[config.mk]
export PLATFORM = sky130hd
export DESIGN_NAME = lfpd_mul
export DESIGN_NICKNAME = d
export VERILOG_FILES = /design/src/rtl/lfpd_pkg.sv /design/src/rtl/lfpd_mul.sv
export SDC_FILE = /design/constraint.sdc
export NUM_CORES = 2
export LEC_CHECK = 0
export BUFFER_PORTS_ARGS = -buffer_cell sky130_fd_sc_hd__buf_2
export CAP_MARGIN = 5
export CORE_ASPECT_RATIO = 0.6
export CORE_MARGIN = 1
export CORE_UTILIZATION = 52
export CTS_CLUSTER_DIAMETER = 150
export DETAILED_ROUTE_END_ITERATION = 12
export PLACE_DENSITY = 0.82
export RECOVER_POWER = 25
export SLEW_MARGIN = 10
export SYNTH_ARGS = -nofsm -noshare
export SYNTH_HDL_FRONTEND = slang
export SYNTH_SLANG_ARGS = --single-unit
[constraint.sdc]
create_clock -name aclk -period 7.3 [get_ports aclk]
set_input_delay 1.095 -clock aclk [delete_from_list [all_inputs] [get_ports aclk]]
set_output_delay 1.095 -clock aclk [all_outputs]
set_load 0.005 [all_outputs]
[src/rtl/lfpd_pkg.sv]
// ----------------------------------------------------------------------------
// lfpd_pkg
// Shared types, widths and constants of the five-sensor pid line follower
// ----------------------------------------------------------------------------
package lfpd_pkg;

    // fixed point format and storage sizes
    localparam int INTEGRAL_WIDTH = 32;
    localparam int GAIN_FRAC_BITS = 24;

    localparam int GAIN_W     = 24;
    localparam int SPEED_W    = 16;
    localparam int SENSOR_W   = 8;
    localparam int THRESH_W   = 11;
    localparam int ERR_W      = 11;
    localparam int DERR_W     = ERR_W + 1;
    localparam int CFG_IDX_W  = 3;
    localparam int CFG_DATA_W = GAIN_W;

    // shared multiplier operands and product
    localparam int MUL_A_W = INTEGRAL_WIDTH + 1;
    localparam int MUL_B_W = GAIN_W + 1;
    localparam int MUL_P_W = MUL_A_W + MUL_B_W;

    // control value accumulator and wheel factor
    localparam int ACC_W   = MUL_P_W + 2;
    localparam int M_W     = ACC_W + 1;
    localparam int FRAC_SH = GAIN_FRAC_BITS + 1;
    localparam int Q_W     = 17;
    localparam int BIG_BIT = FRAC_SH + Q_W;
    localparam int W_W     = SPEED_W + Q_W + 1;

    localparam logic signed [INTEGRAL_WIDTH-1:0] INT_MAX =
        {1'b0, {(INTEGRAL_WIDTH-1){1'b1}}};
    localparam logic signed [INTEGRAL_WIDTH-1:0] INT_MIN =
        {1'b1, {(INTEGRAL_WIDTH-1){1'b0}}};
    localparam logic signed [M_W-1:0] ONE_M =
        {{(M_W-FRAC_SH-1){1'b0}}, 1'b1, {FRAC_SH{1'b0}}};

    // register reset values
    localparam logic [SPEED_W-1:0]  BASE_SPEED_RST = 16'd12288;
    localparam logic [SPEED_W-1:0]  MAX_SPEED_RST  = 16'd40960;
    localparam logic [THRESH_W-1:0] LOST_THR_RST   = 11'd100;

    // register indexes
    typedef enum logic [CFG_IDX_W-1:0] {
        REG_PROP_GAIN,
        REG_INTEG_GAIN,
        REG_DERIV_GAIN,
        REG_BASE_SPEED,
        REG_MAX_SPEED,
        REG_LOST_THRESHOLD
    } cfg_index_t;

    // input item modes
    localparam logic MODE_SAMPLE    = 1'b0;
    localparam logic MODE_RUN_START = 1'b1;

    typedef struct packed {
        logic [GAIN_W-1:0]   prop_gain;
        logic [GAIN_W-1:0]   integ_gain;
        logic [GAIN_W-1:0]   deriv_gain;
        logic [SPEED_W-1:0]  base_speed;
        logic [SPEED_W-1:0]  max_speed;
        logic [THRESH_W-1:0] lost_threshold;
    } cfg_t;

    typedef struct packed {
        logic                mode;
        logic [SENSOR_W-1:0] sensor_far_left;
        logic [SENSOR_W-1:0] sensor_left;
        logic [SENSOR_W-1:0] sensor_center;
        logic [SENSOR_W-1:0] sensor_right;
        logic [SENSOR_W-1:0] sensor_far_right;
    } in_word_t;

    typedef struct packed {
        logic [SPEED_W-1:0] left_drive;
        logic [SPEED_W-1:0] right_drive;
        logic               off_track;
    } out_word_t;

    typedef struct packed {
        logic signed [MUL_A_W-1:0] a;
        logic signed [MUL_B_W-1:0] b;
    } mul_req_t;

    typedef struct packed {
        logic      valid;
        out_word_t word;
    } res_t;

    typedef enum logic [3:0] {
        ST_IDLE,
        ST_P,
        ST_I,
        ST_D,
        ST_SUM,
        ST_MIX,
        ST_LQ,
        ST_LR,
        ST_RQ,
        ST_RR,
        ST_RFIN,
        ST_RCL,
        ST_DONE
    } state_t;

endpackage

[src/rtl/lfpd_mul.sv]
// ----------------------------------------------------------------------------
// lfpd_mul
// Shared signed multiplier with a registered product
// ----------------------------------------------------------------------------
module lfpd_mul (
    input  logic                                   aclk,
    input  lfpd_pkg::mul_req_t                     req,
    output logic signed [lfpd_pkg::MUL_P_W-1:0]    prod
);

    logic signed [lfpd_pkg::MUL_P_W-1:0] prod_reg;

    // one product per cycle, available the cycle after issue
    always_ff @(posedge aclk) begin
        prod_reg <= req.a * req.b;
    end

    assign prod = prod_reg;

endmodule

; Word-level counts from Yosys, hierarchy flattened
; Cells that the tools add are included.
[classes]
n_mul = 1
[ops]
columns = operator, count
row1 = $mul 33x25->58, 1
[word_totals]
reg_bits = 58
input_bits = 59
wordCells = 2
out_inout_bits = 58

; Longest topological paths before layout
[logic_depth]
ltp_word = 1
depth_mapped = 27
ltp_nobuf = 25

; Worst setup path after synthesis
; Ideal clock, no wire load.
[synth_timing]
kind = input -> register
startpoint = input port req[57] (netlist bit)
endpoint = register prod_reg, in the netlist prod[57]
t_arrival_ps = 7347
cell_stages = 21
slack_ps = -190
cell_sequence = clkbuf_1 > nand2_1 > inv_1 > fa_1 > fa_1 > inv_1 > fa_1 > inv_1 > fa_1 > fa_1 > fa_1 > fa_1 > ha_1 > clkbuf_8 > a21o_1 > a21o_1 > a21o_1 > a21o_1 > and3_1 > a21oi_1 > o211ai_1
[synth_via]
elab_chain_len = 1
[synth_lines]
columns = element, line
row1 = start: declaration, lfpd_mul.sv:7  ; input lfpd_pkg::mul_req_t req,
row2 = $mul 33x25->58, lfpd_mul.sv:15  ; prod_reg <= req.a * req.b;
row3 = end signal: assignment, lfpd_mul.sv:15
row4 = end: declaration, lfpd_mul.sv:11  ; logic signed [lfpd_pkg::MUL_P_W-1:0] prod_reg;
; No other way between the ends.

; Final worst setup path
; Same ends and word-level chain as after synthesis.

==> out/qor.csv <==
metric,value,unit
critical path endpoint category,register,
DRT Wirelength,91300,microns
maximum root-to-sink buffer count,2,
"commonest non-fill, non-tap cell in the layout",fa_1,
most used flip-flop cell after synthesis,dfxtp_1,
startpoint types,input pin,
Synth Area per Inst,9.42,sq um
ratio of cells with drive above 1 in the final layout,0.169,
fill cell count,4229,
Routed Antenna Nets,0,
setup violators final,0,
Final min period,7.24,ns
row cnt,68,
Hold Path Class,in -> reg,
CTS H-tree lvls,3,
IO Count,117,
WHS,1.30,ns
CTS Sinks,58,
total core area,57400,sq um
Post-Syn Area,30200,sq um
#FFs+latches synth,58,
vias in the first global route,25200,
Worst Min Path Start,req[0],
DRC errors left,0,
"Largest stage delay, worst path",0.56,ns
YS warnings,0,
Iteration-0 DRC Markers,2686,
Worst path top cell family by delay,adder cells,
Slew @ Worst Pin,0.549,ns
Worst EP required,7.55,ns
Starting Density,0.526,
setup slack after layout,0.0577,ns
CP max FO,10,
Post-synth EDFFs,0,
Clock Pin Slew Worst Setup and Hold Paths,0.06,ns
crit path DAT,7.50,ns
CTS tree,yes,
global-route wire length before repair,142000,microns
Die Area,59100,sq um
number of hold buffers added after CTS,0,
Area after DPL,34300,sq um
Rel. slew slack,0.634,
CTS buffer count,9,
crit share post-route,0.992,
max reg flops,58,
hold endpoint,prod[0],
clk root buf,clkbuf_16,
pin count of the biggest net entering global routing,27,
Max Slew Vio Count,0,
Hold Crit Depth,2,
Placer Congestion,0.995,
Synth Instances,3208,
initial antenna violation count,2,
sequential fraction of the synthesis area,0.0384,
Layout Nets,4642,
crit path buf inv count,7,
GR Overflow Total,0,
Slowest cell on crit path,fa_1,
DIE HEIGHT,189,microns
status,finished clean,
WL per Instance,20.9,microns
dpl hpwl,79400,microns
fmax,0.138,GHz
Port Buf Inserts,116,
most frequent cells in the layout,"fa_1, inv_1, nand2_1",
Synthesized Nets,4266,
vias per cell,5.45,
Most common cell on crit path,fa_1,
"Async S/R FF share, synth",0,
synth unique cells,60,
Synth-to-Final Area Change,16.4,%
max-cap viol count,0,
routed via count,23800,
all-layer global routing usage,0.317,
DR pass1 iterations,6,
WS Path Type,in -> reg,
post-route design area,35200,sq um
final-report hold violation count,0,
Setup WS pre-CTS,-0.517,ns
chip width,313,microns
kinds of logic (layout without fill, tap and decap cells):
family	Yosys count	in the layout	share of synthesized area
AO/OA/AOI/OAI	194	194	0.0442
other	0	2	0
AND/OR/NAND/NOR	954	954	0.158
XOR/XNOR	59	59	0.0171
adder cells (fa/ha/maj)	999	999	0.623
flip-flops	58	58	0.0384
buffers and inverters	944	1325	0.119
Yosys cell counts (3+ instances only):
library cell,number,area (sq um)
ha_1,157,1960
o21a_1,5,37.5
nor2_1,57,214
fa_1,842,16900
o21bai_1,15,113
nor3_1,6,30.0
xnor2_1,44,385
nor2b_1,5,31.3
clkbuf_8,4,55.1
o211ai_1,7,52.6
buf_2,3,15.0
a211oi_1,8,60.1
o31ai_2,3,37.5
o21ai_0,28,140
clkbuf_1,148,556
nor4_1,3,18.8
a21oi_1,51,255
a21o_1,34,255
and3_1,8,50.1
inv_1,785,2950
a211o_1,3,26.3
nand3_1,16,80.1
nor3b_1,3,22.5
nand4_1,15,93.8
a31oi_1,10,62.6
nand2b_1,11,68.8
nand2_1,416,1560
dfxtp_1,58,1160
and2_1,409,2560
xor2_1,15,131
how the worst max path moves through the flow:
stage	end	cells after the start	startpoint
global placement	prod[57]	25	req[1]
global route	prod[57]	25	req[57]
detailed placement	prod[57]	23	req[1]
CTS	prod[51]	23	req[16]
finish	prod[57]	25	req[57]
floorplan	prod[55]	24	req[1]
through the flow:
stage | cells | setup TNS [ns] | util
after floorplan | 3208 | 0 | -
after global placement | 4337 | -3.47 | 0.598
after detailed placement | 4337 | -6.67 | 0.598
after CTS | 4353 | 0 | 0.605
after global routing | 4359 | -0.486 | 0.612
final | 4361 | 0 | 0.612
routing by layer:
layer | track usage | vias up | wire (microns) | share of wire
met5 | 0 | - | 53 | 0.00058
met4 | 0.0550 | 2 | 1750 | 0.019
met3 | 0.178 | 181 | 16700 | 0.18
met2 | 0.415 | 1681 | 36400 | 0.40
met1 | 0.457 | 11900 | 36400 | 0.40
li1 | - | 9973 | - | -
layout make-up:
class / count / area (sq um) / area share
diodes: 2 / 5.00 / 0.000142
clock buffers: 9 / 225 / 0.00641
clock inverters: 7 / 124 / 0.00352
inverters: 786 / 2950 / 0.0840
multi-input cells: 2206 / 25700 / 0.732
flip-flops and latches: 58 / 1160 / 0.0330
well taps: 770 / 963 / 0.0274
repair buffers: 523 / 4000 / 0.114
repair_timing:
item	4_1_cts	5_1_grt
pin swaps	0	28
endpoints found under the setup margin	9	27
setup buffers	0	6
gates resized for setup	6	122
Power is left out: the tool's default activity adds up to more than one toggle a clock period on the data nets, which glitch-free logic cannot reach.
