File: src/rtl/lfpd_pkg.sv
// ----------------------------------------------------------------------------
// lfpd_pkg
// Shared types, widths and constants of the five-sensor pid line follower
// ----------------------------------------------------------------------------
package lfpd_pkg;

    // fixed point format and storage sizes
    localparam int INTEGRAL_WIDTH = 32;
    localparam int GAIN_FRAC_BITS = 24;

    localparam int GAIN_W     = 24;
    localparam int SPEED_W    = 16;
    localparam int SENSOR_W   = 8;
    localparam int THRESH_W   = 11;
    localparam int ERR_W      = 11;
    localparam int DERR_W     = ERR_W + 1;
    localparam int CFG_IDX_W  = 3;
    localparam int CFG_DATA_W = GAIN_W;

    // shared multiplier operands and product
    localparam int MUL_A_W = INTEGRAL_WIDTH + 1;
    localparam int MUL_B_W = GAIN_W + 1;
    localparam int MUL_P_W = MUL_A_W + MUL_B_W;

    // control value accumulator and wheel factor
    localparam int ACC_W   = MUL_P_W + 2;
    localparam int M_W     = ACC_W + 1;
    localparam int FRAC_SH = GAIN_FRAC_BITS + 1;
    localparam int Q_W     = 17;
    localparam int BIG_BIT = FRAC_SH + Q_W;
    localparam int W_W     = SPEED_W + Q_W + 1;

    localparam logic signed [INTEGRAL_WIDTH-1:0] INT_MAX =
        {1'b0, {(INTEGRAL_WIDTH-1){1'b1}}};
    localparam logic signed [INTEGRAL_WIDTH-1:0] INT_MIN =
        {1'b1, {(INTEGRAL_WIDTH-1){1'b0}}};
    localparam logic signed [M_W-1:0] ONE_M =
        {{(M_W-FRAC_SH-1){1'b0}}, 1'b1, {FRAC_SH{1'b0}}};

    // register reset values
    localparam logic [SPEED_W-1:0]  BASE_SPEED_RST = 16'd12288;
    localparam logic [SPEED_W-1:0]  MAX_SPEED_RST  = 16'd40960;
    localparam logic [THRESH_W-1:0] LOST_THR_RST   = 11'd100;

    // register indexes
    typedef enum logic [CFG_IDX_W-1:0] {
        REG_PROP_GAIN,
        REG_INTEG_GAIN,
        REG_DERIV_GAIN,
        REG_BASE_SPEED,
        REG_MAX_SPEED,
        REG_LOST_THRESHOLD
    } cfg_index_t;

    // input item modes
    localparam logic MODE_SAMPLE    = 1'b0;
    localparam logic MODE_RUN_START = 1'b1;

    typedef struct packed {
        logic [GAIN_W-1:0]   prop_gain;
        logic [GAIN_W-1:0]   integ_gain;
        logic [GAIN_W-1:0]   deriv_gain;
        logic [SPEED_W-1:0]  base_speed;
        logic [SPEED_W-1:0]  max_speed;
        logic [THRESH_W-1:0] lost_threshold;
    } cfg_t;

    typedef struct packed {
        logic                mode;
        logic [SENSOR_W-1:0] sensor_far_left;
        logic [SENSOR_W-1:0] sensor_left;
        logic [SENSOR_W-1:0] sensor_center;
        logic [SENSOR_W-1:0] sensor_right;
        logic [SENSOR_W-1:0] sensor_far_right;
    } in_word_t;

    typedef struct packed {
        logic [SPEED_W-1:0] left_drive;
        logic [SPEED_W-1:0] right_drive;
        logic               off_track;
    } out_word_t;

    typedef struct packed {
        logic signed [MUL_A_W-1:0] a;
        logic signed [MUL_B_W-1:0] b;
    } mul_req_t;

    typedef struct packed {
        logic      valid;
        out_word_t word;
    } res_t;

    typedef enum logic [3:0] {
        ST_IDLE,
        ST_P,
        ST_I,
        ST_D,
        ST_SUM,
        ST_MIX,
        ST_LQ,
        ST_LR,
        ST_RQ,
        ST_RR,
        ST_RFIN,
        ST_RCL,
        ST_DONE
    } state_t;

endpackage

File: src/rtl/lfpd_cfg_regs.sv
// ----------------------------------------------------------------------------
// lfpd_cfg_regs
// Configuration register file: gains, speeds and lost-line threshold
// ----------------------------------------------------------------------------
module lfpd_cfg_regs (
    input  logic                              aclk,
    input  logic                              aresetn,
    input  logic                              cfg_valid,
    output logic                              cfg_ready,
    input  logic [lfpd_pkg::CFG_IDX_W-1:0]    cfg_index,
    input  logic [lfpd_pkg::CFG_DATA_W-1:0]   cfg_data,
    output lfpd_pkg::cfg_t                    cfg
);

    lfpd_pkg::cfg_t cfg_reg;

    assign cfg_ready = 1'b1;
    assign cfg       = cfg_reg;

    // register writes, unknown indexes ignored
    always_ff @(posedge aclk) begin
        if (!aresetn) begin
            cfg_reg.prop_gain      <= '0;
            cfg_reg.integ_gain     <= '0;
            cfg_reg.deriv_gain     <= '0;
            cfg_reg.base_speed     <= lfpd_pkg::BASE_SPEED_RST;
            cfg_reg.max_speed      <= lfpd_pkg::MAX_SPEED_RST;
            cfg_reg.lost_threshold <= lfpd_pkg::LOST_THR_RST;
        end else if (cfg_valid) begin
            case (cfg_index)
                lfpd_pkg::REG_PROP_GAIN: begin
                    cfg_reg.prop_gain <= cfg_data;
                end
                lfpd_pkg::REG_INTEG_GAIN: begin
                    cfg_reg.integ_gain <= cfg_data;
                end
                lfpd_pkg::REG_DERIV_GAIN: begin
                    cfg_reg.deriv_gain <= cfg_data;
                end
                lfpd_pkg::REG_BASE_SPEED: begin
                    cfg_reg.base_speed <= cfg_data[lfpd_pkg::SPEED_W-1:0];
                end
                lfpd_pkg::REG_MAX_SPEED: begin
                    cfg_reg.max_speed <= cfg_data[lfpd_pkg::SPEED_W-1:0];
                end
                lfpd_pkg::REG_LOST_THRESHOLD: begin
                    cfg_reg.lost_threshold <= cfg_data[lfpd_pkg::THRESH_W-1:0];
                end
                default: begin
                end
            endcase
        end
    end

endmodule

File: config.mk
export PLATFORM = sky130hd
export DESIGN_NAME = lfpd_cfg_regs
export DESIGN_NICKNAME = d
export VERILOG_FILES = /design/src/rtl/lfpd_pkg.sv /design/src/rtl/lfpd_cfg_regs.sv
export SDC_FILE = /design/constraint.sdc
export NUM_CORES = 1
export LEC_CHECK = 0
export ABC_AREA = 1
export BUFFER_PORTS_ARGS = -buffer_cell sky130_fd_sc_hd__buf_2
export CAP_MARGIN = 20
export CORE_MARGIN = 2
export CORE_UTILIZATION = 40
export CTS_BUF_LIST = sky130_fd_sc_hd__clkbuf_8
export DETAILED_ROUTE_END_ITERATION = 8
export PLACE_DENSITY = 0.65
export REMOVE_ABC_BUFFERS = 1
export SYNTH_ARGS = -nofsm -noshare
export SYNTH_HDL_FRONTEND = slang
export SYNTH_SLANG_ARGS = --single-unit
export TNS_END_PERCENT = 20
File: constraint.sdc
create_clock -name aclk -period 2.5 [get_ports aclk]
set_input_delay 0 -clock aclk [delete_from_list [all_inputs] [get_ports aclk]]
set_output_delay 0 -clock aclk [all_outputs]
set_load 0.01 [all_outputs]
=== Yosys cells after proc, flatten, opt, wreduce, memory -nomap -nowiden ===
Cells that the tools add are included.
W data, S select, Z words.

* Flip-flop bits (word level): 115
* Word-level logic and storage cells: 18
* Output and inout port bits: 116

* Eq/ne operators: 5
* Reductions and logical operators: 7

{| class="wikitable"
|+ Operator list
! kind !! number
|-
| $reduce_and A2 Y1 || 6
|-
| $eq A3 B2 Y1 const B || 2
|-
| $eq A3 B3 Y1 const B || 2
|-
| $eq A3 B1 Y1 const B || 1
|-
| $logic_not A3 Y1 || 1
|}

=== Depth between registers and ports, before layout ===
* Word-level depth: 2
* Gate-level depth with buffers: 7
* Mapped depth without buffers: 5

=== Worst setup path before layout ===
OpenSTA, ideal clock, no wires.

* Path type: input to register
* Start: input port aresetn
* End: register cfg_reg (netlist bit cfg[47])
* Arrival time: 0.720 ns
* Required time: 2.436 ns
* Stages: 5
* Path slack: 1.716 ns
* Buffers on the path: 3
* Cell sequence: buf_2 buf_2 buf_1 nand2_1 nor2_1

{| class="wikitable"
|+ RTL lines
! what !! RTL line !! RTL
|-
| start: declaration || lfpd_cfg_regs.sv:7 || <nowiki>input logic aresetn,</nowiki>
|-
| end: declaration || lfpd_cfg_regs.sv:15 || <nowiki>lfpd_pkg::cfg_t cfg_reg;</nowiki>
|}

=== Worst setup path after layout ===
* Start: input port cfg_index[2] (netlist name)
* End: register cfg_reg (netlist bit cfg[6])

* Longest elaborated chain between the ends: 2

{| class="wikitable"
|+ RTL lines
! what !! RTL line !! RTL
|-
| start: declaration || lfpd_cfg_regs.sv:10 || <nowiki>input logic [lfpd_pkg::CFG_IDX_W-1:0] cfg_index,</nowiki>
|-
| $eq A3 B3 Y1 || lfpd_cfg_regs.sv:30 || <nowiki>case (cfg_index)</nowiki>
|-
| $reduce_and A2 Y1 (no source line) || - ||
|}

No other way between the ends.
A chain may end at the register's enable or synchronous reset.

==> results.txt <==
status - finished, final reports clean
ANT cells - 0
dpl cells - 908
r2r setup slk - 1880 ps
Hold Fails Final Rpt - 0
HP Class - input pin to flop
post-synth top area share - 0.498
post-layout minimum cycle time - 1010 ps
I/O Pins - 146
post-CTS sizing - 0
CTS sink cnt - 115
initial antenna violation count - 0
Pleak - 2.97 nW
PD cells - 683 mW/mm^2
Post-synth EDFFs - 0
setup TNS - 0 ps
CP arrival - 1310 ps
Sw Share - 0.263
DPL Wire Length - 8250 microns
Die Y - 112 microns
CP endpoint kind - flop
Die Span X - 112 microns
most frequent cell after synthesis - nor2_1
kind of critical path - input pin to flop
final clock skew - 0 ps
total track usage - 0.219
Setup violations, final - 0
worst skew pair latency - 440 ps
Synth Flop Type - dfxtp_1
internal power - 3.01 mW
Port Buf Inserts - 144
CTS max path bufs - 2
clock share of power - 0.415
Post-Synthesis Cell Area - 0.00463 sq mm
Yosys cell types - 15
#FFs+latches synth - 115
end of the worst register-to-register path - cfg[0]
Logic pwr share - 0.112
Setup crit end - cfg[6]
RD Place Congestion - 0.773
sequential area share after synthesis - 0.498
Post-Synthesis Cells - 662
post-synth top area cell - dfxtp_1
H-tree depth - 4
Initial DRC Count - 292
Max-Slew Margin vs Limit - 0.364
via count - 4,625
Initial Util - 0.407
Worst R2R Start - cfg[0]
fmax - 994 MHz
Reg clk slew, reported paths - 70 ps
power consumption - 4.08 mW
Post-synth top cells - nor2_1 (218), nand2_1 (129), dfxtp_1 (115), nand3_1 (115), inv_1 (26)
Post-CTS Setup Bufs - 0
DRT Pass-1 Iters - 4
measured slew at the worst slew-check pin - 951 ps
max-slew violations - 0
first-pass GRT wire length - 21,700 microns
Psw - 1.07 mW
nets@finish - 839
Final Core Density - 0.525
peak fanout along the critical path - 24
Max Cap Violations - 0
row cnt - 39
Largest register FFs - 115
Req. time, crit path - 2810 ps
crit share post-route - 0.402
startpoint types - input pin
drt via density - 4.80
fraction of layout cells with a size suffix above 1 - 0.236
DRC - 0
floorplan die area - 0.0124 sq mm
sequential power share - 0.473
asr flop ratio synth - 0
vias in the first global route - 4,363
post-route insts no fill - 964
CTS tree - yes
CP Launch Point - cfg_index[2]
Clk Tree Root Cell - clkbuf_8
RSZ-0062 raised after global routing - false
Mapped Avg Cell Area - 6.99 sq um
Antenna Nets Post-Route - 0
wire per inst - 13.9 microns
top cells by area, synth - dfxtp_1 (50%), nor2_1 (18%), nand3_1 (12%), nand2_1 (10%), inv_1 (2.1%)
Post-CTS Hold Fix Bufs - 24
wirelength, routed - 13,400 microns
area grow syn2layout - 29.2%
number of buffers created by CTS - 17
FF-to-FF path depth - 2
core region area - 0.0114 sq mm
Yosys warnings - 0
largest net degree at the start of global routing - 116
Worst VDD drop - 0.351 mV
gr ovfl total - 0
-- worst min-delay path by stage --
stage / cells past startpoint / slack, ps / end / startpoint
2_1_floorplan: 1 / 80 / cfg[24] / aresetn
3_3_place_gp: 3 / 230 / cfg[26] / cfg_data[15]
3_5_place_dp: 3 / 240 / cfg[2] / cfg_data[2]
4_1_cts: 5 / 100 / cfg[57] / cfg_index[1]
5_1_grt: 2 / 9 / cfg[5] / aresetn
6_report: 2 / 10 / cfg[5] / aresetn
-- worst max-delay path, cell delays in order --
cell,delay [ps]
buf_2,140
nand2_1,130
inv_1,670
nand2_1,190
nand2_1,110
nand3_1,70
-- placed cells by master (no fill, tap or decap) --
master	n
nand2_2	2
dfxtp_1	115
clkinvlp_4	2
nor2_4	7
buf_2	143
dlygate4sd3_1	24
nand3_1	115
bufinv_16	2
buf_4	4
clkbuf_8	20
nor2_2	2
buf_16	1
conb_1	1
nor2_1	217
inv_2	4
nand2_1	129
inv_1	26
clkinv_2	7
-- layer usage --
layer / vias to the layer above / part of all wire / global-route usage
met5: - / 0 / 0
met4: 0 / 0.025 / 0.0971
met3: 24 / 0.060 / 0.0539
met2: 169 / 0.47 / 0.363
met1: 2088 / 0.44 / 0.271
li1: 2344 / - / -
-- final cells by class --
type	instances	area (sq um)
clock inverter	11	110
fill	1162	5400
sequential	115	2300
clock buffer	20	275
multi-input combinational	473	1980
tap	143	179
timing repair buffer	172	1010
inverter	30	113
-- metrics by stage --
step | hold slack [ps] | cell area, sq um | worst slack [ps]
global placement | 225 | 5320 | 1090
CTS | 101 | 5950 | 1510
floorplan | 84.6 | 4380 | 467
finish | 11.4 | 5970 | 1490
global route | 9.24 | 5970 | 1390
detailed placement | 243 | 5320 | 1050
-- power by group through the flow --
stage | logic (mW) | clock network (mW) | registers, mW
after detailed placement | 0.423 | 0 | 1.97
final | 0.456 | 1.70 | 1.93
after global routing | 0.509 | 1.82 | 1.94
after global placement | 0.415 | 0 | 1.97
after CTS | 0.453 | 1.72 | 1.93
after floorplan | 0.206 | 0 | 2.00
-- cell families after synthesis --
logic type,share of synthesized area
and+or+nand+nor,0.425
DFF,0.498
buffers and inverters,0.0765
other,0.000811
No activity file was read; power rests on OpenSTA's default activity.
