--- src/rtl/lfpd_pkg.sv ---
// ----------------------------------------------------------------------------
// lfpd_pkg
// Shared types, widths and constants of the five-sensor pid line follower
// ----------------------------------------------------------------------------
package lfpd_pkg;

    // fixed point format and storage sizes
    localparam int INTEGRAL_WIDTH = 32;
    localparam int GAIN_FRAC_BITS = 24;

    localparam int GAIN_W     = 24;
    localparam int SPEED_W    = 16;
    localparam int SENSOR_W   = 8;
    localparam int THRESH_W   = 11;
    localparam int ERR_W      = 11;
    localparam int DERR_W     = ERR_W + 1;
    localparam int CFG_IDX_W  = 3;
    localparam int CFG_DATA_W = GAIN_W;

    // shared multiplier operands and product
    localparam int MUL_A_W = INTEGRAL_WIDTH + 1;
    localparam int MUL_B_W = GAIN_W + 1;
    localparam int MUL_P_W = MUL_A_W + MUL_B_W;

    // control value accumulator and wheel factor
    localparam int ACC_W   = MUL_P_W + 2;
    localparam int M_W     = ACC_W + 1;
    localparam int FRAC_SH = GAIN_FRAC_BITS + 1;
    localparam int Q_W     = 17;
    localparam int BIG_BIT = FRAC_SH + Q_W;
    localparam int W_W     = SPEED_W + Q_W + 1;

    localparam logic signed [INTEGRAL_WIDTH-1:0] INT_MAX =
        {1'b0, {(INTEGRAL_WIDTH-1){1'b1}}};
    localparam logic signed [INTEGRAL_WIDTH-1:0] INT_MIN =
        {1'b1, {(INTEGRAL_WIDTH-1){1'b0}}};
    localparam logic signed [M_W-1:0] ONE_M =
        {{(M_W-FRAC_SH-1){1'b0}}, 1'b1, {FRAC_SH{1'b0}}};

    // register reset values
    localparam logic [SPEED_W-1:0]  BASE_SPEED_RST = 16'd12288;
    localparam logic [SPEED_W-1:0]  MAX_SPEED_RST  = 16'd40960;
    localparam logic [THRESH_W-1:0] LOST_THR_RST   = 11'd100;

    // register indexes
    typedef enum logic [CFG_IDX_W-1:0] {
        REG_PROP_GAIN,
        REG_INTEG_GAIN,
        REG_DERIV_GAIN,
        REG_BASE_SPEED,
        REG_MAX_SPEED,
        REG_LOST_THRESHOLD
    } cfg_index_t;

    // input item modes
    localparam logic MODE_SAMPLE    = 1'b0;
    localparam logic MODE_RUN_START = 1'b1;

    typedef struct packed {
        logic [GAIN_W-1:0]   prop_gain;
        logic [GAIN_W-1:0]   integ_gain;
        logic [GAIN_W-1:0]   deriv_gain;
        logic [SPEED_W-1:0]  base_speed;
        logic [SPEED_W-1:0]  max_speed;
        logic [THRESH_W-1:0] lost_threshold;
    } cfg_t;

    typedef struct packed {
        logic                mode;
        logic [SENSOR_W-1:0] sensor_far_left;
        logic [SENSOR_W-1:0] sensor_left;
        logic [SENSOR_W-1:0] sensor_center;
        logic [SENSOR_W-1:0] sensor_right;
        logic [SENSOR_W-1:0] sensor_far_right;
    } in_word_t;

    typedef struct packed {
        logic [SPEED_W-1:0] left_drive;
        logic [SPEED_W-1:0] right_drive;
        logic               off_track;
    } out_word_t;

    typedef struct packed {
        logic signed [MUL_A_W-1:0] a;
        logic signed [MUL_B_W-1:0] b;
    } mul_req_t;

    typedef struct packed {
        logic      valid;
        out_word_t word;
    } res_t;

    typedef enum logic [3:0] {
        ST_IDLE,
        ST_P,
        ST_I,
        ST_D,
        ST_SUM,
        ST_MIX,
        ST_LQ,
        ST_LR,
        ST_RQ,
        ST_RR,
        ST_RFIN,
        ST_RCL,
        ST_DONE
    } state_t;

endpackage

--- src/rtl/lfpd_seq.sv ---
// ----------------------------------------------------------------------------
// lfpd_seq
// Sequencer and datapath: error, integral, pid sum and wheel speeds
// ----------------------------------------------------------------------------
module lfpd_seq (
    input  logic                                   aclk,
    input  logic                                   aresetn,
    input  lfpd_pkg::cfg_t                         cfg,
    input  logic                                   in_valid,
    output logic                                   in_ready,
    input  lfpd_pkg::in_word_t                     in_word,
    output lfpd_pkg::mul_req_t                     mul_req,
    input  logic signed [lfpd_pkg::MUL_P_W-1:0]    mul_prod,
    output lfpd_pkg::res_t                         res,
    input  logic                                   res_take
);

    localparam int IW = lfpd_pkg::INTEGRAL_WIDTH;
    localparam int EW = lfpd_pkg::ERR_W;
    localparam int DW = lfpd_pkg::DERR_W;
    localparam int AW = lfpd_pkg::MUL_A_W;
    localparam int BW = lfpd_pkg::MUL_B_W;
    localparam int PW = lfpd_pkg::MUL_P_W;
    localparam int CW = lfpd_pkg::ACC_W;
    localparam int MW = lfpd_pkg::M_W;
    localparam int SW = lfpd_pkg::SPEED_W;
    localparam int FS = lfpd_pkg::FRAC_SH;
    localparam int QW = lfpd_pkg::Q_W;
    localparam int WW = lfpd_pkg::W_W;
    localparam int XW = IW + 2;

    lfpd_pkg::state_t state_reg, state_next;

    // architectural state
    logic signed [EW-1:0] last_err_reg;
    logic signed [IW-1:0] integ_reg;

    // working registers
    logic signed [EW-1:0] e_reg;
    logic signed [DW-1:0] de_reg;
    logic signed [CW-1:0] acc_reg;
    logic signed [MW-1:0] ml_reg;
    logic signed [MW-1:0] mr_reg;
    logic [WW-1:0]        w_reg;
    logic [SW-1:0]        left_reg;
    logic [SW-1:0]        right_reg;
    logic                 off_reg;

    // accept-time front end
    logic                 accept;
    logic [lfpd_pkg::THRESH_W-1:0] sens_sum;
    logic                 lost;
    logic [EW-1:0]        e_raw;
    logic signed [EW-1:0] e_new;
    logic signed [XW-1:0] integ_sum;
    logic signed [IW-1:0] integ_new;
    logic signed [DW-1:0] de_new;

    // wheel stage helpers
    logic signed [PW-1:0] prod_x2;
    logic [SW-1:0]        prod_frac;

    // clamp one wheel factor and its partial speed to 0..max_speed
    function automatic logic [SW-1:0] wheel_clamp(
        input logic signed [MW-1:0] m,
        input logic [WW-1:0]        w,
        input logic [SW-1:0]        base,
        input logic [SW-1:0]        vmax
    );
        logic [SW-1:0] v;
        if (m[MW-1] || (m == '0) || (base == '0)) begin
            v = '0;
        end else if (|m[MW-2:lfpd_pkg::BIG_BIT]) begin
            v = vmax;
        end else if (w > {{(WW-SW){1'b0}}, vmax}) begin
            v = vmax;
        end else begin
            v = w[SW-1:0];
        end
        return v;
    endfunction

    assign accept = in_valid && in_ready;

    // sensor sum, weighted error and saturated doubled integral
    always_comb begin
        sens_sum = {3'b000, in_word.sensor_far_left} + {3'b000, in_word.sensor_left}
                 + {3'b000, in_word.sensor_center} + {3'b000, in_word.sensor_right}
                 + {3'b000, in_word.sensor_far_right};
        lost  = sens_sum < cfg.lost_threshold;
        e_raw = {2'b00, in_word.sensor_far_right, 1'b0}
              + {3'b000, in_word.sensor_right}
              - {3'b000, in_word.sensor_left}
              - {2'b00, in_word.sensor_far_left, 1'b0};
        e_new = $signed(e_raw);
        de_new = $signed({e_new[EW-1], e_new}) - $signed({last_err_reg[EW-1], last_err_reg});
        integ_sum = $signed({{2{integ_reg[IW-1]}}, integ_reg})
                  + $signed({{(XW-EW){last_err_reg[EW-1]}}, last_err_reg})
                  + $signed({{(XW-EW){e_new[EW-1]}}, e_new});
        if (integ_sum > $signed({{2{1'b0}}, lfpd_pkg::INT_MAX})) begin
            integ_new = lfpd_pkg::INT_MAX;
        end else if (integ_sum < $signed({{2{1'b1}}, lfpd_pkg::INT_MIN})) begin
            integ_new = lfpd_pkg::INT_MIN;
        end else begin
            integ_new = integ_sum[IW-1:0];
        end
    end

    assign prod_x2   = mul_prod <<< 1;
    assign prod_frac = mul_prod[FS +: SW];

    // next state
    always_comb begin
        state_next = state_reg;
        case (state_reg)
            lfpd_pkg::ST_IDLE: begin
                if (accept) begin
                    if ((in_word.mode == lfpd_pkg::MODE_SAMPLE) && !lost) begin
                        state_next = lfpd_pkg::ST_P;
                    end else begin
                        state_next = lfpd_pkg::ST_DONE;
                    end
                end
            end
            lfpd_pkg::ST_P:    state_next = lfpd_pkg::ST_I;
            lfpd_pkg::ST_I:    state_next = lfpd_pkg::ST_D;
            lfpd_pkg::ST_D:    state_next = lfpd_pkg::ST_SUM;
            lfpd_pkg::ST_SUM:  state_next = lfpd_pkg::ST_MIX;
            lfpd_pkg::ST_MIX:  state_next = lfpd_pkg::ST_LQ;
            lfpd_pkg::ST_LQ:   state_next = lfpd_pkg::ST_LR;
            lfpd_pkg::ST_LR:   state_next = lfpd_pkg::ST_RQ;
            lfpd_pkg::ST_RQ:   state_next = lfpd_pkg::ST_RR;
            lfpd_pkg::ST_RR:   state_next = lfpd_pkg::ST_RFIN;
            lfpd_pkg::ST_RFIN: state_next = lfpd_pkg::ST_RCL;
            lfpd_pkg::ST_RCL:  state_next = lfpd_pkg::ST_DONE;
            lfpd_pkg::ST_DONE: begin
                if (res_take) begin
                    state_next = lfpd_pkg::ST_IDLE;
                end
            end
            default: state_next = lfpd_pkg::ST_IDLE;
        endcase
    end

    // outputs: ready, multiplier operands, result offer
    always_comb begin
        in_ready  = 1'b0;
        res.valid = 1'b0;
        res.word.left_drive  = left_reg;
        res.word.right_drive = right_reg;
        res.word.off_track   = off_reg;
        mul_req.a = '0;
        mul_req.b = '0;
        case (state_reg)
            lfpd_pkg::ST_IDLE: begin
                in_ready = 1'b1;
            end
            lfpd_pkg::ST_P: begin
                mul_req.a = {{(AW-EW){e_reg[EW-1]}}, e_reg};
                mul_req.b = {1'b0, cfg.prop_gain};
            end
            lfpd_pkg::ST_I: begin
                mul_req.a = {integ_reg[IW-1], integ_reg};
                mul_req.b = {1'b0, cfg.integ_gain};
            end
            lfpd_pkg::ST_D: begin
                mul_req.a = {{(AW-DW){de_reg[DW-1]}}, de_reg};
                mul_req.b = {1'b0, cfg.deriv_gain};
            end
            lfpd_pkg::ST_LQ: begin
                mul_req.a = {{(AW-QW){1'b0}}, ml_reg[FS +: QW]};
                mul_req.b = {{(BW-SW){1'b0}}, cfg.base_speed};
            end
            lfpd_pkg::ST_LR: begin
                mul_req.a = {{(AW-FS){1'b0}}, ml_reg[FS-1:0]};
                mul_req.b = {{(BW-SW){1'b0}}, cfg.base_speed};
            end
            lfpd_pkg::ST_RQ: begin
                mul_req.a = {{(AW-QW){1'b0}}, mr_reg[FS +: QW]};
                mul_req.b = {{(BW-SW){1'b0}}, cfg.base_speed};
            end
            lfpd_pkg::ST_RR: begin
                mul_req.a = {{(AW-FS){1'b0}}, mr_reg[FS-1:0]};
                mul_req.b = {{(BW-SW){1'b0}}, cfg.base_speed};
            end
            lfpd_pkg::ST_DONE: begin
                res.valid = 1'b1;
            end
            default: begin
            end
        endcase
    end

    // state register and pid state
    always_ff @(posedge aclk) begin
        if (!aresetn) begin
            state_reg    <= lfpd_pkg::ST_IDLE;
            last_err_reg <= '0;
            integ_reg    <= '0;
        end else begin
            state_reg <= state_next;
            if (accept) begin
                if (in_word.mode == lfpd_pkg::MODE_RUN_START) begin
                    last_err_reg <= '0;
                    integ_reg    <= '0;
                end else if (!lost) begin
                    last_err_reg <= e_new;
                    integ_reg    <= integ_new;
                end
            end
        end
    end

    // datapath registers, product of the previous step used in each step
    always_ff @(posedge aclk) begin
        case (state_reg)
            lfpd_pkg::ST_IDLE: begin
                e_reg     <= e_new;
                de_reg    <= de_new;
                left_reg  <= '0;
                right_reg <= '0;
                off_reg   <= (in_word.mode == lfpd_pkg::MODE_SAMPLE) && lost;
            end
            lfpd_pkg::ST_I: begin
                acc_reg <= {{(CW-PW){prod_x2[PW-1]}}, prod_x2};
            end
            lfpd_pkg::ST_D: begin
                acc_reg <= acc_reg + {{(CW-PW){mul_prod[PW-1]}}, mul_prod};
            end
            lfpd_pkg::ST_SUM: begin
                acc_reg <= acc_reg + {{(CW-PW){prod_x2[PW-1]}}, prod_x2};
            end
            lfpd_pkg::ST_MIX: begin
                ml_reg <= lfpd_pkg::ONE_M + {{(MW-CW){acc_reg[CW-1]}}, acc_reg};
                mr_reg <= lfpd_pkg::ONE_M - {{(MW-CW){acc_reg[CW-1]}}, acc_reg};
            end
            lfpd_pkg::ST_LR: begin
                w_reg <= mul_prod[WW-1:0];
            end
            lfpd_pkg::ST_RQ: begin
                w_reg <= w_reg + {{(WW-SW){1'b0}}, prod_frac};
            end
            lfpd_pkg::ST_RR: begin
                left_reg <= wheel_clamp(ml_reg, w_reg, cfg.base_speed, cfg.max_speed);
                w_reg    <= mul_prod[WW-1:0];
            end
            lfpd_pkg::ST_RFIN: begin
                w_reg <= w_reg + {{(WW-SW){1'b0}}, prod_frac};
            end
            lfpd_pkg::ST_RCL: begin
                right_reg <= wheel_clamp(mr_reg, w_reg, cfg.base_speed, cfg.max_speed);
            end
            default: begin
            end
        endcase
    end

endmodule

--- config.mk ---
export PLATFORM = sky130hd
export DESIGN_NAME = lfpd_seq
export DESIGN_NICKNAME = d
export VERILOG_FILES = /design/src/rtl/lfpd_pkg.sv /design/src/rtl/lfpd_seq.sv
export SDC_FILE = /design/constraint.sdc
export NUM_CORES = 1
export LEC_CHECK = 0
export CELL_PAD_IN_SITES_DETAIL_PLACEMENT = 0
export CELL_PAD_IN_SITES_GLOBAL_PLACEMENT = 2
export CORE_MARGIN = 5
export CORE_UTILIZATION = 34
export DETAILED_ROUTE_END_ITERATION = 10
export DONT_BUFFER_PORTS = 1
export MAX_ROUTING_LAYER = met4
export PLACE_DENSITY = 0.72
export SLEW_MARGIN = 20
export SYNTH_ARGS = -nofsm -noshare
export SYNTH_HDL_FRONTEND = slang
export SYNTH_SLANG_ARGS = --single-unit
--- constraint.sdc ---
create_clock -name aclk -period 9.1 [get_ports aclk]
set_clock_uncertainty 0.1 [all_clocks]
set_input_delay 1.82 -clock aclk [delete_from_list [all_inputs] [get_ports aclk]]
set_output_delay 1.82 -clock aclk [all_outputs]
set_load 0.02 [all_outputs]
# --- After elaboration in Yosys (flattened, before gate mapping) ---
# Cells that the tools add are included.
classes:
  addsub: 15
  order_cmp: 4
  eq_ne: 15
  mux: 22
  n_bitwise: 1
  n_reduce_logical: 22
ops:
  columns: ["cell", "n"]
  rows:
  - ["$pmux W58 S7", 1]
  - ["$pmux W60 S3", 1]
  - ["$mux W32", 4]
  - ["$logic_not A61 Y1", 2]
  - ["$add A60 B60 Y60", 2]
  - ["$mux W16", 5]
  - ["$pmux W34 S2", 1]
  - ["$pmux W16 S2", 2]
  - ["$add A27 B60 Y61 const A", 1]
  - ["$sub A27 B60 Y61 const A", 1]
  - ["$pmux W4 S13", 1]
  - ["$reduce_or A18 Y1", 2]
  - ["$add A33 B11 Y34", 1]
  - ["$add A34 B16 Y34", 1]
  - ["$gt A34 B16 Y1", 1]
  - ["$gt A34 B32 Y1 const B", 1]
  - ["$lt A34 B32 Y1 const B", 1]
  - ["$add A32 B11 Y33", 1]
  - ["$mux W11", 2]
  - ["$add A9 B8 Y10", 2]
  - ["$eq A4 B4 Y1 const B", 5]
  - ["$eq A4 B3 Y1 const B", 4]
  - ["$logic_not A16 Y1", 1]
  - ["$mux W4", 3]
  - ["other kinds (20)", 33]
totals:
  register_bits: 319
  input_bits: 218
  output_inout_bits: 93
  wordCells: 91

# --- Logic depth before layout (Yosys ltp) ---
# Gate-level depths: netlist of run 1.
depth:
  word_depth: 10
  ltp_mapped: 31
  ltp_nobuf: 29

# --- Worst setup path after synthesis of run 1 ---
# OpenSTA, ideal clock, no wires.
synth_path:
  path_kind: "input to register"
  startpoint: "in in_word[1] (netlist name)"
  endpoint: "reg integ_reg[24]"
  setup_ns: 0.074
  t_arrival_ns: 9.448
  required_time_ns: 8.926
  setup_slack_ns: -0.522
  cell_stages: 29
  path_buffers: 1
  path_cell_list: "inv_1 -> fa_1 -> fa_1 -> inv_1 -> ha_1 -> a21oi_1 -> nor2_1 -> nor2_1 -> o21bai_1 -> a21oi_1 -> nor2b_1 -> o21a_1 -> o21ai_0 -> nand2b_1 -> a21oi_1 -> fa_1 -> ha_1 -> a21o_1 -> a211oi_2 -> and3b_1 -> a311oi_4 -> a31o_4 -> a31oi_1 -> nor3_1 -> or4b_4 -> a311oi_4 -> buf_6 -> nand2_1 -> a31oi_1"
synth_via:
  elab_chain_cells: 9
  elab_cells_between_ends: 14
  classes_between: "add/sub: 5; order compare: 3; eq/ne: 1; mux: 4; reduce/logical: 1"
synth_rtl:
  columns: ["element", "line_no", "source"]
  rows:
  - ["start: declaration", "lfpd_seq.sv:11", "input lfpd_pkg::in_word_t in_word,"]
  - ["$add A9 B8 Y10 *", "lfpd_seq.sv:92", "+ {3'b000, in_word.sensor_right}"]
  - ["$sub A10 B8 Y11 *", "lfpd_seq.sv:93", "- {3'b000, in_word.sensor_left}"]
  - ["$sub A11 B9 Y11 *", "lfpd_seq.sv:94", "- {2'b00, in_word.sensor_far_left, 1'b0};"]
  - ["net e_new[10]", "lfpd_seq.sv:54", "logic signed [EW-1:0] e_new;"]
  - ["$add A33 B11 Y34 *", "lfpd_seq.sv:99", "+ $signed({{(XW-EW){e_new[EW-1]}}, e_new});"]
  - ["$lt A34 B32 Y1", "lfpd_seq.sv:102", "end else if (integ_sum < $signed({{2{1'b1}}, lfpd_pkg::INT_MIN})) begin"]
  - ["$mux W32", "lfpd_seq.sv:102", null]
  - ["$mux W32 *", "lfpd_seq.sv:100", "if (integ_sum > $signed({{2{1'b0}}, lfpd_pkg::INT_MAX})) begin"]
  - ["$mux W32 *", "lfpd_seq.sv:206", "end else if (!lost) begin"]
  - ["$mux W32 *", "lfpd_seq.sv:203", "if (in_word.mode == lfpd_pkg::MODE_RUN_START) begin"]
  - ["end signal: assignment", "lfpd_seq.sv:208", "integ_reg <= integ_new;"]
  - ["end: declaration", "lfpd_seq.sv:36", "logic signed [IW-1:0] integ_reg;"]
# The timed path passes the listed nets; every way through them passes the cells marked *. The select of a mux whose other input is x is not followed.
# A chain may end at the register's enable or synchronous reset.

# --- Worst setup path in the final report of run 1 ---
layout_path:
  startpoint: "in in_word[1] (netlist name)"
  endpoint: "reg integ_reg[25]"
# The elaborated chain is that of the path after synthesis.

==> results.toml, run 1 <==
[run_status]
status = "complete, no violations"

[clock_tree]
holdBufCountCts = 0
cts.path.max_buffers = 3
cts_setup_buffers = 0
cts_buffers = 42
clk_pin_slew_worst_paths_ns = 0.07
root_buffer = "clkbuf_16"
h-tree-depth = 2
cts.sinks = 318
ctsResizeCount = 0
clk_latency_ns = 0.57
cts_tree = "yes"

[synth]
async_reset_ff_share_pct = 0
synth_top_area_share_pct = 29.91
synth_area_per_cell_sq_um = 9.324
netlist_area_sq_um = 27210
yosysSeqAreaShare_pct = 33.37
ys_ff_latch = 318
synth_edf_count = 271
yosysTopAreaCell = "edfxtp_1"
yosys.cell_types.count = 88
syn_nets = 3442
yosys_warnings = 0
syn_inst = 2918
ys_dominant_reg_cell = "edfxtp_1"
netlist_top_cells_area = "edfxtp_1 (30%), ha_1 (11%), xnor2_1 (5.9%), fa_1 (5.4%), nand2_1 (4.4%)"

[timing]
maxSlewHeadroom_pct = 25.90
rsz0062_at_grt = "false"
setup_tns_ns = 0
min_period_ns = 8.191
tightest_slew_ns = 1.108
hold_viol_final = 0
fmax_mhz = 122.1
post-route-period-util_pct = 90.01
slew_violations = 0
setup_viol = 0

[routing]
detail_route.first_pass.iterations = 11
viasPerCell = 5.710
drt_wl_total_mm = 92.73
avgRoutedWirePerCell_um = 23.39
via_count = 22636
ant_nets = 0
drtIter0Drc = 1986
remaining_drc_errors = 0

[worst_setup_path]
r2r_start = "acc_reg[1]"
cp-start-kind = "input pin"
worstSetupEndpoint = "integ_reg[25]"
crit_slowest_cell = "fa_1"
path_class = "input pin to flip-flop"
rr_worst_depth = 14
critPathMaxFanout = 27
crit_start = "in_word[1]"
r2r_slack_ns = 3.89
slowest_delay_ns = 0.53
cp_num_cells = 30
required_ns = 9.49
crit_buf_inv = 4
rr_endpoint = "acc_reg[59]"
critPathCaptureType = "flip-flop"
crit_arrival_ns = 8.58
critPathTopFamily = "compound AO/OA/AOI/OAI gates"

[grt]
overflow = 0
track_usage_pct = 21.33
grt_pass1_vias = 22362
grt_pass1_wl_mm = 139.7
grt_antenna_before_repair = 1
grt_max_degree = 70

[final_layout]
largest_reg_flops = 61
final_cell_mix = "nand2_1 (318), edfxtp_1 (271), ha_1 (233)"
fillers = 7953
layout.nets = 3406
multiInputGateArea_sq_um = 17110
seq_area_sq_um = 9080
syn2layout_area_growth_pct = 9.593
mostFrequentLayoutCell = "nand2_1"
drive_gt1_share_pct = 5.391

[floorplan]
core_sq_um = 79130
start_util_pct = 34.39
die_w_um = 292.9
ios = 311
die_h_um = 292.9
core.rowCount = 103
die_area_sq_um = 85780

[power_and_ir_drop]
seqPwrFrac_pct = 28.2
swShare_pct = 48.17
power.internal_uw = 5619
ir_worst_vdd_mv = 0.1434
p_clk_share_pct = 15.7
power_leakage_uw = 0.01159
comb_power_share_pct = 56.1
p_total_uw = 10840
power.density_nw_per_um2 = 363.6
p_switching_uw = 5222

[placement]
io_buffers = 0
gp_congestion = 0.8891
hpwl_mm = 72.21

[run]
max_cap_viol_count = 0

[min_path]
min_path_type = "flip-flop to flip-flop"
worst reg2reg max path, cell delays in order (launching register included):
cell and delay (ns):
edfxtp_1 0.56, ha_1 0.29, fa_1 0.40, a21o_1 0.20
o2bb2ai_1 0.18, o22ai_1 0.40, o211ai_1 0.24, a221oi_2 0.71
a2111o_1 0.34, a311oi_1 0.21, a21oi_1 0.44, o31ai_1 0.15
o22ai_1 0.37, mux2i_1 0.25, o211ai_1 0.11
cell families after synthesis:
family	synth area share, %
and+or+nand+nor	15.66
buffers and inverters	4.051
xor gates and xnor gates	8.756
adders and majority gates	16.09
DFF	33.37
AOI/OAI and AO/OA	20.47
muxes	1.596
other	0.01378
worst min path at each step:
stage | startpoint | slack (ns) | to | depth (start not counted)
after global placement | last_err_reg[3] | 0.39 | last_err_reg[3] | 2
after CTS | integ_reg[6] | 0.42 | integ_reg[6] | 2
after global routing | integ_reg[1] | 0.46 | integ_reg[1] | 2
after floorplan | integ_reg[2] | 0.37 | integ_reg[2] | 2
after detailed placement | last_err_reg[3] | 0.41 | last_err_reg[3] | 2
final | integ_reg[6] | 0.42 | integ_reg[6] | 2
per-stage QoR:
step	setup WS, ns	hold WS (ns)	cells	util (%)	area [sq um]
floorplan	0.1872	0.3680	2918	-	27210
global placement	0.2193	0.3923	3887	35.90	28400
detailed placement	0.2059	0.4073	3888	35.92	28420
CTS	0.8304	0.4205	3962	37.67	29810
global route	0.4798	0.4564	3964	37.68	29820
finish	0.9088	0.4154	3964	37.68	29820
Yosys cell counts (all sizes together) (6+ instances only):
cell and count:
and4 7, or2 10, buf 18, o211ai 12
nand3 56, and3 32, a221oi 8, xor2 88
o31ai 21, o21a 23, xnor2 184, nor2 181
dfxtp 47, or4 16, a222oi 34, nand2b 26
fa 73, o21ai 165, a21boi 11, nor2b 27
nor3 40, a21oi 179, edfxtp 271, and2 16
mux2i 40, or3 10, o221ai 11, a221o 6
o21bai 37, nand2 320, a22oi 93, nand4 50
nor3b 13, nor4 49, a211oi 19, inv 173
ha 233, a21o 108, a31oi 49, a311oi 13
clkbuf 95
power by group through the flow:
| stage | Combinational, uW | Sequential [uW] | Clock, uW |
|---|---|---|---|
| 6_report | 6080 | 3060 | 1700 |
| 5_1_grt | 6780 | 3110 | 1810 |
| 4_1_cts | 6100 | 3060 | 1750 |
| 3_5_place_dp | 6050 | 3080 | 0 |
| 3_3_place_gp | 6010 | 3080 | 0 |
| 2_1_floorplan | 4630 | 2720 | 0 |
layout make-up:
type | count | area share (%)
Antenna cell | 2 | 0.01678
Clock buffer | 52 | 3.823
Clock inverter | 22 | 0.8098
Inverter | 173 | 2.178
Multi-Input combinational cell | 2314 | 57.38
Sequential cell | 318 | 30.45
Tap cell | 1050 | 4.406
Timing Repair Buffer | 33 | 0.9399
layer usage:
metal	part of all wire [%]	global-route usage, %	vias to the layer above
li1	-	-	10749
met5	0	-	-
met4	2.6	5.530	0
met2	47	34.46	622
met1	44	27.97	11152
met3	5.5	3.647	113
(Power assumes the default switching activity.)
==> run 2, diff against run 1 <==
--- a/config.mk
+++ b/config.mk
@@ -7,6 +7,7 @@
 export LEC_CHECK = 0
 export CELL_PAD_IN_SITES_DETAIL_PLACEMENT = 0
 export CELL_PAD_IN_SITES_GLOBAL_PLACEMENT = 2
+export CORE_ASPECT_RATIO = 1.1
 export CORE_MARGIN = 5
 export CORE_UTILIZATION = 34
 export DETAILED_ROUTE_END_ITERATION = 10
==> results.toml, run 2 (synthesis results as in run 1) <==
[timing]
post-route-period-util_pct = 89.99
maxSlewHeadroom_pct = 31.68
setup_viol = 0
hold_viol_final = 0
tightest_slew_ns = 1.021
fmax_mhz = 122.1
finalWorstSetupSlack_ns = 0.9107
setup_tns_ns = 0
min_period_ns = 8.189
slew_violations = 0
rsz0062_at_grt = "false"

[power_and_ir_drop]
p_total_uw = 10850
ir_worst_vdd_mv = 0.1692
power_leakage_uw = 0.01159
power.density_nw_per_um2 = 363.8

[grt]
track_usage_pct = 21.31
grt_max_degree = 79
grt_pass1_wl_mm = 140.2
overflow = 0
grt_pass1_vias = 22809
grt_antenna_before_repair = 0

[floorplan]
core.rowCount = 108
die_w_um = 279.7
core_sq_um = 79190
die_area_sq_um = 85790
die_h_um = 306.7
start_util_pct = 34.36
ios = 311

[clock_tree]
cts.sinks = 318
ctsResizeCount = 0
clk_latency_ns = 0.58
root_buffer = "clkbuf_16"
cts.path.max_buffers = 3
clk_pin_slew_worst_paths_ns = 0.07
cts_setup_buffers = 0
cts_buffers = 41
holdBufCountCts = 0
cts_tree = "yes"
h-tree-depth = 2

[worst_setup_path]
critPathCaptureType = "flip-flop"
cpMostUsedCell = "fa_1"
cp-start-kind = "input pin"
crit_arrival_ns = 8.55
crit_slowest_cell = "fa_1"
required_ns = 9.47
critPathMaxFanout = 26
slowest_delay_ns = 0.52
path_class = "input pin to flip-flop"

[routing]
drtIter0Drc = 1899
drt_wl_total_mm = 92.74
via_count = 22747
detail_route.first_pass.iterations = 11
remaining_drc_errors = 0
ant_nets = 0
avgRoutedWirePerCell_um = 23.43
viasPerCell = 5.746

[final_layout]
fillers = 7996
largest_reg_flops = 61
layout.nets = 3405
finish.utilization_pct = 37.68
final_cell_mix = "nand2_1 (318), edfxtp_1 (271), ha_1 (233)"
syn2layout_area_growth_pct = 9.648
drive_gt1_share_pct = 5.493
mostFrequentLayoutCell = "nand2_1"

[min_path]
min_path_type = "flip-flop to flip-flop"

[placement]
io_buffers = 0
pre_cts_slack_ns = 0.3129
hpwl_mm = 72.29
gp_congestion = 0.9135

[run]
max_cap_viol_count = 0

[run_status]
status = "complete, no violations"
run 2: cell count changes in the layout (fill, tap and decap cells not counted), moves of 2 or more:
cell | previous run | this run
clkbuf_16 | 43 | 41
bufinv_16 | 4 | 6
inv_6 | 0 | 5
clkbuf_8 | 3 | 0
clkbuf_1 | 6 | 3
clkinv_4 | 2 | 4
clkinv_1 | 5 | 7
run 2: stage by stage:
step / hold WS (ns) / instances / instance area (sq um)
after floorplan: 0.3680 / 2918 / 27210
after global placement: 0.3939 / 3881 / 28390
final: 0.4190 / 3959 / 29830
after detailed placement: 0.4034 / 3881 / 28390
after global routing: 0.4364 / 3958 / 29830
after CTS: 0.4218 / 3956 / 29780
run 2: path summary, 6_finish.rpt:
| check | from | to | slack [ns] | cells after the start |
|---|---|---|---|---|
| setup / recovery | in_word[1] | integ_reg[19] | 0.91 | 30 |
| hold / removal | last_err_reg[2] | last_err_reg[2] | 0.42 | 2 |
| setup reg to reg | acc_reg[15] | acc_reg[58] | 4.05 | 13 |
| hold reg to reg | last_err_reg[2] | last_err_reg[2] | 0.42 | 2 |
run 2: worst max-delay path: cells and delay by family:
family | cells | cell delay (ns)
and+or+nand+nor | 8 | 1.33
buffers and inverters | 4 | 0.51
AOI/OAI and AO/OA | 13 | 2.67
adders and majority gates | 5 | 2.16
run 2: power by group:
part | switching [uW] | total (uW) | leakage (uW) | internal [uW]
Sequential | 750 | 3060 | 0.00291 | 2310
Combinational | 3770 | 6080 | 0.00802 | 2300
Clock | 709 | 1720 | 0.000656 | 1010
Total | 5230 | 10900 | 0.0116 | 5620
run 2: cell type report:
cell class | count | area, sq um | share of cell area (%)
antenna | 1 | 2.502 | 0.008388
multi-input combinational | 2314 | 17110 | 57.36
clock buffer | 44 | 1037 | 3.477
tap | 1045 | 1308 | 4.383
clock inverter | 31 | 345.3 | 1.158
timing repair buffer | 33 | 300.3 | 1.007
sequential | 318 | 9080 | 30.44
inverter | 173 | 649.4 | 2.177
run 2: metal layers:
layer  GRT usage, %  vias to the layer above  share of wire [%]
met2          35.23                      616                 48
met1          27.25                    11237                 43
met5              -                        -                  0
li1               -                    10762                  -
met4          6.867                        0                3.7
met3          2.838                      132                4.8
==> run 3, diff against run 2 <==
--- a/config.mk
+++ b/config.mk
@@ -5,15 +5,16 @@
 export SDC_FILE = /design/constraint.sdc
 export NUM_CORES = 1
 export LEC_CHECK = 0
+export BUFFER_PORTS_ARGS = -buffer_cell sky130_fd_sc_hd__buf_2
 export CELL_PAD_IN_SITES_DETAIL_PLACEMENT = 0
 export CELL_PAD_IN_SITES_GLOBAL_PLACEMENT = 2
 export CORE_ASPECT_RATIO = 1.1
 export CORE_MARGIN = 5
 export CORE_UTILIZATION = 34
 export DETAILED_ROUTE_END_ITERATION = 10
-export DONT_BUFFER_PORTS = 1
 export MAX_ROUTING_LAYER = met4
-export PLACE_DENSITY = 0.72
+export PLACE_DENSITY = 0.78
+export REMOVE_ABC_BUFFERS = 1
 export SLEW_MARGIN = 20
 export SYNTH_ARGS = -nofsm -noshare
 export SYNTH_HDL_FRONTEND = slang
==> constraint.sdc (replaced) <==
create_clock -name aclk -period 9.1 [get_ports aclk]
set_clock_uncertainty 0.1 [all_clocks]
set_input_delay 2.275 -clock aclk [delete_from_list [all_inputs] [get_ports aclk]]
set_output_delay 2.275 -clock aclk [all_outputs]
set_load 0.02 [all_outputs]
==> results.toml, run 3 (synthesis results as in run 1) <==
[run_status]
status = "complete, no violations"

[clock_tree]
clk_pin_slew_worst_paths_ns = 0.06
cts_tree = "yes"
cts.path.max_buffers = 3
root_buffer = "clkbuf_16"
clk_latency_ns = 0.59
holdBufCountCts = 0
cts.sinks = 318
cts_buffers = 42
h-tree-depth = 2
ctsResizeCount = 0
cts_setup_buffers = 0

[min_path]
min_path_type = "flip-flop to flip-flop"
min_to = "last_err_reg[6]"
whs_path_depth = 2
hp-start = "last_err_reg[6]"

[floorplan]
ios = 311
core_sq_um = 79190
die_w_um = 279.7
start_util_pct = 34.36
die_h_um = 306.7
core.rowCount = 108
die_area_sq_um = 85790

[routing]
viasPerCell = 5.538
remaining_drc_errors = 0
detail_route.first_pass.iterations = 8
drt_wl_total_mm = 93.00
ant_nets = 0
avgRoutedWirePerCell_um = 21.62
drtIter0Drc = 2028
via_count = 23823

[final_layout]
largest_reg_flops = 61
mostFrequentLayoutCell = "nand2_1"
drive_gt1_share_pct = 15.30
layout.nets = 3747
syn2layout_area_growth_pct = 16.32
final_cell_mix = "nand2_1 (318), buf_2 (309), edfxtp_1 (271)"

[worst_setup_path]
critPathMaxFanout = 10
critPathCaptureType = "flip-flop"
r2r_slack_ns = 3.97
rr_worst_depth = 13
slowest_delay_ns = 0.52
critPathTopFamily = "compound AO/OA/AOI/OAI gates"
r2r_start = "acc_reg[2]"
rr_endpoint = "acc_reg[56]"
crit_slowest_cell = "fa_1"
crit_buf_inv = 6
cpMostUsedCell = "a21oi_1"
cp-start-kind = "input pin"
crit_arrival_ns = 8.91
required_ns = 9.47
path_class = "input pin to flip-flop"

[timing]
hold_viol_final = 0
setup_tns_ns = 0
min_period_ns = 8.546
slew_violations = 0
fmax_mhz = 117.0
post-route-period-util_pct = 93.91
tightest_slew_ns = 1.017
rsz0062_at_grt = "false"
maxSlewHeadroom_pct = 31.96
setup_viol = 0

[grt]
grt_max_degree = 84
track_usage_pct = 21.50
grt_antenna_before_repair = 1
grt_pass1_vias = 24010
grt_pass1_wl_mm = 142.4
overflow = 0

[power_and_ir_drop]
power_leakage_uw = 0.01308
p_total_uw = 11220
power.density_nw_per_um2 = 354.5
ir_worst_vdd_mv = 0.1627

[run]
max_cap_viol_count = 0

[placement]
gp_congestion = 0.9186
io_buffers = 309
hpwl_mm = 72.53
## run 3: cell count changes in the layout (fill, tap and decap cells not counted), sizes merged
cell      delta
buf        +341
inv          -2
clkinvlp     -3
clkbuf       +6
clkinv       +1
diode        +1
bufinv       -1
## run 3: worst register-to-register path, cell delays in order (launching register included)
cell	delay, ns
edfxtp_1	0.57
ha_1	0.36
a21o_1	0.16
a21oi_1	0.26
nor2b_1	0.11
o31ai_1	0.48
a21boi_0	0.32
a21o_1	0.32
a31oi_1	0.66
o21ai_0	0.45
a21oi_1	0.51
a311oi_1	0.23
mux2i_1	0.21
o211ai_1	0.10
## run 3: layer usage
metal	track usage, %	vias up	wire length, um
met5	-	-	0
met4	6.569	0	3125
met3	2.299	149	4549
met2	36.36	714	45360
met1	27.34	11524	39960
li1	-	11436	-
## run 3: final cells by class
| type | instances | area, sq um |
|---|---|---|
| fillers | 8035 | 47540 |
| multi-input cells | 2314 | 17110 |
| flip-flops and latches | 318 | 9080 |
| repair buffers | 374 | 2105 |
| well taps | 1045 | 1308 |
| clock buffers | 50 | 1102 |
| inverters | 173 | 649.4 |
| clock inverters | 26 | 285.3 |
| diodes | 2 | 5.005 |
## run 3: report_power, final
group / internal (uW) / switching [uW] / total [uW] / leakage, uW
Clock: 1010 / 704 / 1720 / 0.000673
Sequential: 2300 / 632 / 2940 / 0.00291
Combinational: 2580 / 3980 / 6560 / 0.00949
Total: 5900 / 5320 / 11200 / 0.0131
## run 3: how the worst max path moves through the flow
stage,startpoint,end,slack (ns),depth (start not counted)
floorplan,in_word[1],integ_reg[25],-1.19,28
global placement,in_word[1],integ_reg[25],0.04,32
detailed placement,in_word[1],integ_reg[25],0.02,32
CTS,in_word[1],integ_reg[25],0.60,32
global route,in_word[1],integ_reg[25],0.17,32
finish,in_word[1],integ_reg[25],0.55,32
## run 3: per-stage QoR
stage	instances	hold WS [ns]	util (%)	worst slack, ns	cell area [sq um]
final	4302	0.4176	39.97	0.5540	31650
after global routing	4301	0.4523	39.96	0.1726	31650
after CTS	4299	0.4147	39.91	0.5988	31610
after detailed placement	4223	0.4045	38.16	0.02375	30220
after global placement	4223	0.3942	38.14	0.04402	30210
after floorplan	2805	0.3680	-	-1.194	26760
